===== src/hdl/csx_pkg.sv =====
// Shared types, widths and constants for the CAN signal extract and scale block.
package csx_pkg;

   localparam int FRAME_BYTES_DEF = 8;

   localparam int BYTE_W    = 8;
   localparam int FRAME_W   = 64;
   localparam int START_W   = 6;
   localparam int LEN_W     = 6;
   localparam int RAW_W     = 32;
   localparam int FACTOR_W  = 32;
   localparam int Q_W       = 48;
   localparam int VALUE_W   = RAW_W + 1;
   localparam int PROD_W    = VALUE_W + FACTOR_W;
   localparam int SUM_W     = 64;
   localparam int WIN_BYTES = 5;
   localparam int WIN_W     = WIN_BYTES * BYTE_W;
   localparam int PAD_W     = 4 * BYTE_W;
   localparam int PADDED_W  = FRAME_W + 2 * PAD_W;
   localparam int PIDX_W    = $clog2(PADDED_W);

   localparam logic signed [PROD_W-1:0] PROD_CAP   = PROD_W'(64'sh4000_0000_0000_0000);
   localparam logic signed [PROD_W-1:0] PROD_FLOOR = -PROD_CAP;
   localparam logic signed [SUM_W-1:0]  SUM_MAX    = SUM_W'(64'sh0000_7FFF_FFFF_FFFF);
   localparam logic signed [SUM_W-1:0]  SUM_MIN    = -SUM_MAX - SUM_W'(64'sd1);
   localparam logic signed [Q_W-1:0]    Q_MAX      = Q_W'(SUM_MAX);
   localparam logic signed [Q_W-1:0]    Q_MIN      = Q_W'(SUM_MIN);

   typedef struct packed {
      logic [FRAME_W-1:0]         frame;
      logic [START_W-1:0]         start_bit;
      logic [LEN_W-1:0]           bit_length;
      logic                       big_endian;
      logic                       is_signed;
      logic signed [FACTOR_W-1:0] factor;
      logic signed [Q_W-1:0]      offset;
      logic signed [Q_W-1:0]      min_limit;
      logic signed [Q_W-1:0]      max_limit;
   } csx_req_type;

   typedef struct packed {
      logic [RAW_W-1:0]      raw_value;
      logic signed [Q_W-1:0] physical_value;
      logic                  saturated;
   } csx_rsp_type;

   // Beat leaving the extract stage toward the scaler.
   typedef struct packed {
      logic                       valid;
      logic [RAW_W-1:0]           raw;
      logic signed [VALUE_W-1:0]  value;
      logic signed [FACTOR_W-1:0] factor;
      logic signed [Q_W-1:0]      offset;
      logic signed [Q_W-1:0]      min_limit;
      logic signed [Q_W-1:0]      max_limit;
   } csx_ext_type;

endpackage


===== src/hdl/can_signal_extract_scale.sv =====
// Top level of the CAN signal extract and scale block.
//
//   channel   ports                    direction  beat taken when
//   request   start, busy, req_item    in         start && !busy at a rising edge
//   response  rsp_valid, rsp_item      out        rsp_valid at a rising edge
//
// A beat can be accepted every cycle; busy stays low, since every stage advances
// each cycle and nothing can back up.
// A result passes the input register, extract register, product register (the 33x32 multiplier),
// sum register and result register before it is taken.
// Each result is shown for one cycle only; the receiver cannot stall it.
// Reset clears the valid bits of all stages and drops any beats in flight.
module can_signal_extract_scale #(
   parameter int FRAME_BYTES = csx_pkg::FRAME_BYTES_DEF
) (
   input  logic                 clock,
   input  logic                 reset,
   input  logic                 start,
   output logic                 busy,
   input  csx_pkg::csx_req_type req_item,
   output logic                 rsp_valid,
   output csx_pkg::csx_rsp_type rsp_item
);
   import csx_pkg::*;

   logic        accept;
   logic        in_valid_ff;
   csx_req_type req_ff;
   csx_ext_type ext;

   // No stage ever holds, so the request side is always open.
   assign busy   = 1'b0;
   assign accept = start && !busy;

   // Capture the request beat; payload needs no reset.
   always_ff @(posedge clock) begin
      if (reset) begin
         in_valid_ff <= 1'b0;
      end else begin
         in_valid_ff <= accept;
      end
   end

   always_ff @(posedge clock) begin
      if (accept) begin
         req_ff <= req_item;
      end
   end

   // Gather the byte window and cut out the raw signal bits.
   csx_extract #(
      .FRAME_BYTES (FRAME_BYTES)
   ) u_extract (
      .clock    (clock),
      .reset    (reset),
      .in_valid (in_valid_ff),
      .in_item  (req_ff),
      .ext      (ext)
   );

   // Scale to Q32.16, saturate, then clamp to the limits.
   csx_scale u_scale (
      .clock     (clock),
      .reset     (reset),
      .ext       (ext),
      .rsp_valid (rsp_valid),
      .rsp_item  (rsp_item)
   );

endmodule


===== src/hdl/csx_extract.sv =====
// Bit extraction stage: byte window, shift, length mask and sign extension.
module csx_extract #(
   parameter int FRAME_BYTES = csx_pkg::FRAME_BYTES_DEF
) (
   input  logic                 clock,
   input  logic                 reset,
   input  logic                 in_valid,
   input  csx_pkg::csx_req_type in_item,
   output csx_pkg::csx_ext_type ext
);
   import csx_pkg::*;

   logic [FRAME_W-1:0]        frame_m;
   logic [PADDED_W-1:0]       padded;
   logic [2:0]                base;
   logic [2:0]                shift;
   logic [PIDX_W-1:0]         intel_idx;
   logic [PIDX_W-1:0]         moto_idx;
   logic [WIN_W-1:0]          intel_win;
   logic [WIN_W-1:0]          moto_src;
   logic [WIN_W-1:0]          moto_win;
   logic [WIN_W-1:0]          win;
   logic [WIN_W-1:0]          shifted;
   logic [LEN_W-1:0]          len_c;
   logic [LEN_W-1:0]          mask_sh;
   logic [4:0]                top_bit;
   logic [RAW_W-1:0]          mask;
   logic [RAW_W-1:0]          masked;
   logic [RAW_W-1:0]          raw_in;
   logic signed [VALUE_W-1:0] value_in;

   logic                      valid_ff;
   logic [RAW_W-1:0]          raw_ff;
   logic signed [VALUE_W-1:0] value_ff;
   logic signed [FACTOR_W-1:0] factor_ff;
   logic signed [Q_W-1:0]     offset_ff;
   logic signed [Q_W-1:0]     min_ff;
   logic signed [Q_W-1:0]     max_ff;

   always_comb begin
      // Bytes past the frame length read as zero.
      for (int i = 0; i < FRAME_W / BYTE_W; i++) begin
         if (i < FRAME_BYTES) begin
            frame_m[i*BYTE_W +: BYTE_W] = in_item.frame[i*BYTE_W +: BYTE_W];
         end else begin
            frame_m[i*BYTE_W +: BYTE_W] = '0;
         end
      end
      // Four zero bytes on each side cover indexes below zero and above seven.
      padded    = {{PAD_W{1'b0}}, frame_m, {PAD_W{1'b0}}};
      base      = in_item.start_bit[START_W-1:3];
      shift     = in_item.start_bit[2:0];
      intel_idx = PIDX_W'({base, 3'b000}) + PIDX_W'(PAD_W);
      moto_idx  = PIDX_W'({base, 3'b000});
      intel_win = padded[intel_idx +: WIN_W];
      moto_src  = padded[moto_idx +: WIN_W];
      for (int k = 0; k < WIN_BYTES; k++) begin
         moto_win[k*BYTE_W +: BYTE_W] = moto_src[(WIN_BYTES-1-k)*BYTE_W +: BYTE_W];
      end
      win     = in_item.big_endian ? moto_win : intel_win;
      shifted = win >> shift;

      if (in_item.bit_length == '0) begin
         len_c = LEN_W'(1);
      end else if (in_item.bit_length > LEN_W'(RAW_W)) begin
         len_c = LEN_W'(RAW_W);
      end else begin
         len_c = in_item.bit_length;
      end
      mask_sh = LEN_W'(RAW_W) - len_c;
      top_bit = 5'(len_c - LEN_W'(1));
      mask    = {RAW_W{1'b1}} >> mask_sh;
      masked  = shifted[RAW_W-1:0] & mask;
      if (in_item.is_signed && masked[top_bit]) begin
         raw_in = masked | ~mask;
      end else begin
         raw_in = masked;
      end
      value_in = $signed({in_item.is_signed & raw_in[RAW_W-1], raw_in});
   end

   always_ff @(posedge clock) begin
      if (reset) begin
         valid_ff <= 1'b0;
      end else begin
         valid_ff <= in_valid;
      end
   end

   always_ff @(posedge clock) begin
      raw_ff    <= raw_in;
      value_ff  <= value_in;
      factor_ff <= in_item.factor;
      offset_ff <= in_item.offset;
      min_ff    <= in_item.min_limit;
      max_ff    <= in_item.max_limit;
   end

   assign ext = '{valid:     valid_ff,
                  raw:       raw_ff,
                  value:     value_ff,
                  factor:    factor_ff,
                  offset:    offset_ff,
                  min_limit: min_ff,
                  max_limit: max_ff};

endmodule


===== src/hdl/csx_scale.sv =====
// Scaling stages: multiply, cap and add offset, then saturate and clamp.
module csx_scale (
   input  logic                 clock,
   input  logic                 reset,
   input  csx_pkg::csx_ext_type ext,
   output logic                 rsp_valid,
   output csx_pkg::csx_rsp_type rsp_item
);
   import csx_pkg::*;

   // Multiply stage
   logic                       p_valid_ff;
   logic signed [PROD_W-1:0]   prod_in;
   logic signed [PROD_W-1:0]   prod_ff;
   logic [RAW_W-1:0]           p_raw_ff;
   logic signed [Q_W-1:0]      p_offset_ff;
   logic signed [Q_W-1:0]      p_min_ff;
   logic signed [Q_W-1:0]      p_max_ff;

   // Add stage
   logic                       s_valid_ff;
   logic signed [PROD_W-1:0]   capped;
   logic signed [SUM_W-1:0]    sum_in;
   logic signed [SUM_W-1:0]    sum_ff;
   logic [RAW_W-1:0]           s_raw_ff;
   logic signed [Q_W-1:0]      s_min_ff;
   logic signed [Q_W-1:0]      s_max_ff;

   // Result stage
   logic                       o_valid_ff;
   logic signed [Q_W-1:0]      sat_val;
   logic                       sat_in;
   logic signed [Q_W-1:0]      phys_in;
   csx_rsp_type                rsp_ff;

   assign prod_in = PROD_W'(ext.value) * PROD_W'(ext.factor);

   always_comb begin
      if (prod_ff > PROD_CAP) begin
         capped = PROD_CAP;
      end else if (prod_ff < PROD_FLOOR) begin
         capped = PROD_FLOOR;
      end else begin
         capped = prod_ff;
      end
      sum_in = SUM_W'(capped) + SUM_W'(p_offset_ff);
   end

   always_comb begin
      if (sum_ff > SUM_MAX) begin
         sat_val = Q_MAX;
         sat_in  = 1'b1;
      end else if (sum_ff < SUM_MIN) begin
         sat_val = Q_MIN;
         sat_in  = 1'b1;
      end else begin
         sat_val = Q_W'(sum_ff);
         sat_in  = 1'b0;
      end
      phys_in = sat_val;
      // Both limits zero disables the clamp; upper bound first, then lower.
      if (s_min_ff != '0 || s_max_ff != '0) begin
         if (phys_in > s_max_ff) begin
            phys_in = s_max_ff;
         end
         if (s_min_ff > phys_in) begin
            phys_in = s_min_ff;
         end
      end
   end

   always_ff @(posedge clock) begin
      if (reset) begin
         p_valid_ff <= 1'b0;
         s_valid_ff <= 1'b0;
         o_valid_ff <= 1'b0;
      end else begin
         p_valid_ff <= ext.valid;
         s_valid_ff <= p_valid_ff;
         o_valid_ff <= s_valid_ff;
      end
   end

   always_ff @(posedge clock) begin
      prod_ff     <= prod_in;
      p_raw_ff    <= ext.raw;
      p_offset_ff <= ext.offset;
      p_min_ff    <= ext.min_limit;
      p_max_ff    <= ext.max_limit;
      sum_ff      <= sum_in;
      s_raw_ff    <= p_raw_ff;
      s_min_ff    <= p_min_ff;
      s_max_ff    <= p_max_ff;
      rsp_ff      <= '{raw_value: s_raw_ff, physical_value: phys_in, saturated: sat_in};
   end

   assign rsp_valid = o_valid_ff;
   assign rsp_item  = rsp_ff;

endmodule


===== config.mk =====
export PLATFORM = sky130hd
export DESIGN_NAME = can_signal_extract_scale
export DESIGN_NICKNAME = d
export VERILOG_FILES = /design/src/hdl/csx_pkg.sv /design/src/hdl/can_signal_extract_scale.sv /design/src/hdl/csx_extract.sv /design/src/hdl/csx_scale.sv
export SDC_FILE = /design/constraint.sdc
export NUM_CORES = 2
export LEC_CHECK = 0
export CORE_MARGIN = 4
export CORE_UTILIZATION = 40
export DETAILED_ROUTE_END_ITERATION = 7
export DONT_BUFFER_PORTS = 1
export HOLD_SLACK_MARGIN = 0.02
export PLACE_DENSITY = 0.56
export REMOVE_ABC_BUFFERS = 1
export SLEW_MARGIN = 20
export SYNTH_ARGS = -nofsm -noshare
export SYNTH_HDL_FRONTEND = slang
export SYNTH_HIERARCHICAL = 1
export SYNTH_SLANG_ARGS = --single-unit

===== constraint.sdc =====
create_clock -name clock -period 14.2 [get_ports clock]
set_input_delay 0.71 -clock clock [delete_from_list [all_inputs] [get_ports clock]]
set_output_delay 0.71 -clock clock [all_outputs]
set_load 0.03 [all_outputs]

==> impl_metrics.ini <==
[yosys]
ys_warn_count = 6
ys.flop_type = dfxtp_1
synth-edff-count = 254
synth-compound-area-share = 0.0794
synth.yosys.seq_area_share = 0.300
muxShareOfSynthArea = 0.0318
synthesis.area_mm2 = 0.0739
syn_avg_cell_area_um2 = 10.3
synthSimpleGateAreaFrac = 0.125
synth_top_family_by_area = adder cells
syn_inst = 7157
synthXorXnorAreaFrac = 0.0162
ys_types = 104
ys_seq_elements = 982
synthAdderAreaFrac = 0.360
async_flop_share = 0

[hold_path]
hold_path.class = input port to register

[worst_setup_path]
arrival_ps = 9620
cp-end-kind = register
cp.required_ps = 14830
path_class = register to register
cp_max_fo = 97
cp-start-kind = register

[timing]
clock_skew_ps = 75.5
final_max_slew_viol_count = 0
rsz0062_at_grt = no
slew_headroom = 0.0885
fin_crit_ps = 9000
worst_pin_slew_ps = 1350
setup_viol = 0
hold_viol_final = 0
fin_crit_sh = 0.634
fmax_ghz = 0.111
fin_setup_tns_ps = 0

[clock_tree]
cts_made_buffers = 105
cts_root_buf = clkbuf_16
cts_setup_buffers = 0
clk_pin_slew_worst_paths_ps = 60
cts_tree = built
clock_sinks = 982
cts-resized-gates = 0
cts.path.max_buffers = 3
clock_latency_ps = 770
cts.htree.levels = 3

[route]
drcViolationCount = 0
vias = 51200
drt_iter0_drc = 3603
firstDrtPassIters = 6
wl_per_cell_um = 21.8
ant_nets = 0
via_per_inst = 5.24
drt_wl_total_mm = 213

[die]
core-area_mm2 = 0.183
die_x_um = 438
boundaryPins = 340
initial_core_util = 0.403
num_rows = 157
die_y_um = 438
die_area_mm2 = 0.192

[global_routing]
antenna_found_initial = 19
grt_max_degree = 256
grt_pass1_wl_mm = 328
grt.overflow.total = 0
grt_pass1_vias = 54000
grt.total_usage = 0.222

[placement]
port_buffers = 0
gp_congestion = 0.898
dp_hpwl_mm = 159

[run]
maxCapViolations = 0

[layout]
drive_above_1_share = 0.0532
final_util = 0.447
fin_nets = 8932
syn_to_final_growth_pct = 11.1

[status]
outcome = completed
critical path: stages (launching register included):
cell and delay (ps):
dfxtp_1 310, nor4_1 520, a41oi_4 170, buf_4 340, a21o_1 290, ha_1 310, a21o_1 180, a21o_1 180
a21oi_1 170, o21ai_1 90, a31oi_1 390, o21ai_1 130, or3_1 340, mux2_4 520, buf_4 780, mux2i_1 290
ha_1 270, a21o_1 160, a21o_1 160, a2111oi_0 400, o31ai_1 150, nor4_1 300, nor2_1 120, nor3_4 160
buf_4 800, inv_1 90, a22o_2 680, a221o_1 450
repair_timing:
item	4_1_cts	5_1_grt
endpoints found under the setup margin	0	0
endpoints found under the hold margin	259	1
hold buffers	255	1
final timing paths:
check	depth (start not counted)	from	slack, ps	to
worst max-delay path	27	u_scale/sum_ff[58]	5200	u_scale/rsp_item[25]
worst min-delay path	0	start	100	req_ff[171]
worst max register to register	27	u_scale/sum_ff[58]	5200	u_scale/rsp_item[25]
worst min register to register	0	req_ff[133]	290	u_extract/offset_ff[37]
synthesized netlist by cell type (11+ instances only):
master     number  area share
inv_1        1246       0.063
fa_1         1113        0.30
nand2_1       922       0.047
dfxtp_1       728        0.20
ha_1          348       0.059
and2_1        340       0.029
clkbuf_1      308       0.016
edfxtp_1      254        0.10
a21oi_1       180       0.012
nor2_1        164      0.0083
a21o_1        130       0.013
mux2i_1       114       0.015
o21ai_0       111      0.0075
xnor2_1        88       0.010
nor3_1         87      0.0059
nand4_1        72      0.0061
nand3_1        65      0.0044
nor4_1         58      0.0049
a221o_1        56      0.0076
nand2b_1       56      0.0047
xor2_1         49      0.0058
mux2_2         41      0.0062
buf_4          38      0.0039
mux4_2         30      0.0091
buf_2          29      0.0020
o211ai_1       28      0.0028
o21bai_1       28      0.0028
o22ai_1        28      0.0024
nor2b_1        27      0.0023
a31oi_1        26      0.0022
o21ai_1        26      0.0018
or3_1          20      0.0017
a22oi_1        18      0.0018
o31ai_1        18      0.0018
and3_1         17      0.0014
a221oi_1       16      0.0019
a211oi_1       15      0.0015
o21a_1         15      0.0015
buf_6          12      0.0018
o2111ai_1      11      0.0013
o221ai_1       11      0.0013
through the flow:
step                hold slack (ps)  setup WS (ps)  instance area [um2]  cells
floorplan                       310            121                72100   6763
global placement                311           5390                75900   9315
detailed placement              312           5430                75900   9315
CTS                            21.6           5380                82100   9770
global route                   32.3           4760                82100   9775
finish                         96.7           5200                82100   9777
metal layers:
| metal | vias up | track usage | wire, um | share of wire |
|---|---|---|---|---|
| met4 | 0 | 0.0738 | 7610 | 0.036 |
| met5 | - | 0 | 0 | 0 |
| met1 | 26400 | 0.291 | 89000 | 0.42 |
| met3 | 321 | 0.0305 | 10900 | 0.051 |
| li1 | 22900 | - | - | - |
| met2 | 1507 | 0.381 | 105000 | 0.49 |
registers in the layout, summed over array words and instances, names as in the netlist, 48 cells and up:
register	flops
u_scale/prod_ff	65
u_scale/s_max_ff	48
u_scale/p_offset_ff	48
u_scale/s_min_ff	48
u_scale/p_min_ff	48
u_scale/p_max_ff	48
u_scale/rsp_item	81
u_extract/min_ff	48
req_ff	254
u_extract/offset_ff	48
u_extract/max_ff	48
u_scale/sum_ff	64
kinds of logic (layout without fill, tap and decap cells):
kind of cell | Yosys count | in the layout
other | 1 | 7
adder cells (fa/ha/maj) | 1461 | 1461
XOR/XNOR | 137 | 137
buffers and inverters | 1642 | 1792
multiplexers | 191 | 191
AO/OA/AOI/OAI | 840 | 840
AND/OR/NAND/NOR | 1903 | 1903
flip-flops | 982 | 982
cells in the final DEF, fill, tap and decap left out, drive strengths merged, types with 19 or more instances in the layout:
| cell | instances |
|---|---|
| nor4 | 63 |
| dfxtp | 728 |
| ha | 348 |
| nor2b | 28 |
| a21o | 130 |
| xnor2 | 88 |
| o211ai | 29 |
| nand4 | 72 |
| or3 | 20 |
| nor3 | 89 |
| edfxtp | 254 |
| o21bai | 28 |
| xor2 | 49 |
| mux2 | 47 |
| dlygate4sd3 | 256 |
| mux2i | 114 |
| a31oi | 27 |
| clkinv | 38 |
| a22oi | 19 |
| o21ai | 137 |
| fa | 1113 |
| a21oi | 185 |
| mux4 | 30 |
| nand2b | 56 |
| a221o | 56 |
| clkbuf | 137 |
| nand2 | 922 |
| nor2 | 164 |
| inv | 1261 |
| o22ai | 28 |
| and2 | 343 |
| buf | 88 |
| nand3 | 65 |
cell type report:
class | instances | area (um2)
fill | 17300 | 101000
multi-input combinational | 4533 | 45300
sequential | 982 | 22200
inverter | 1248 | 4680
timing repair buffer | 344 | 3220
tap | 2464 | 3080
clock buffer | 137 | 2950
clock inverter | 63 | 631
antenna | 6 | 15.0
Power is not shown: default switching activity piles up to over one toggle a cycle in this logic, so the estimate is an artifact.
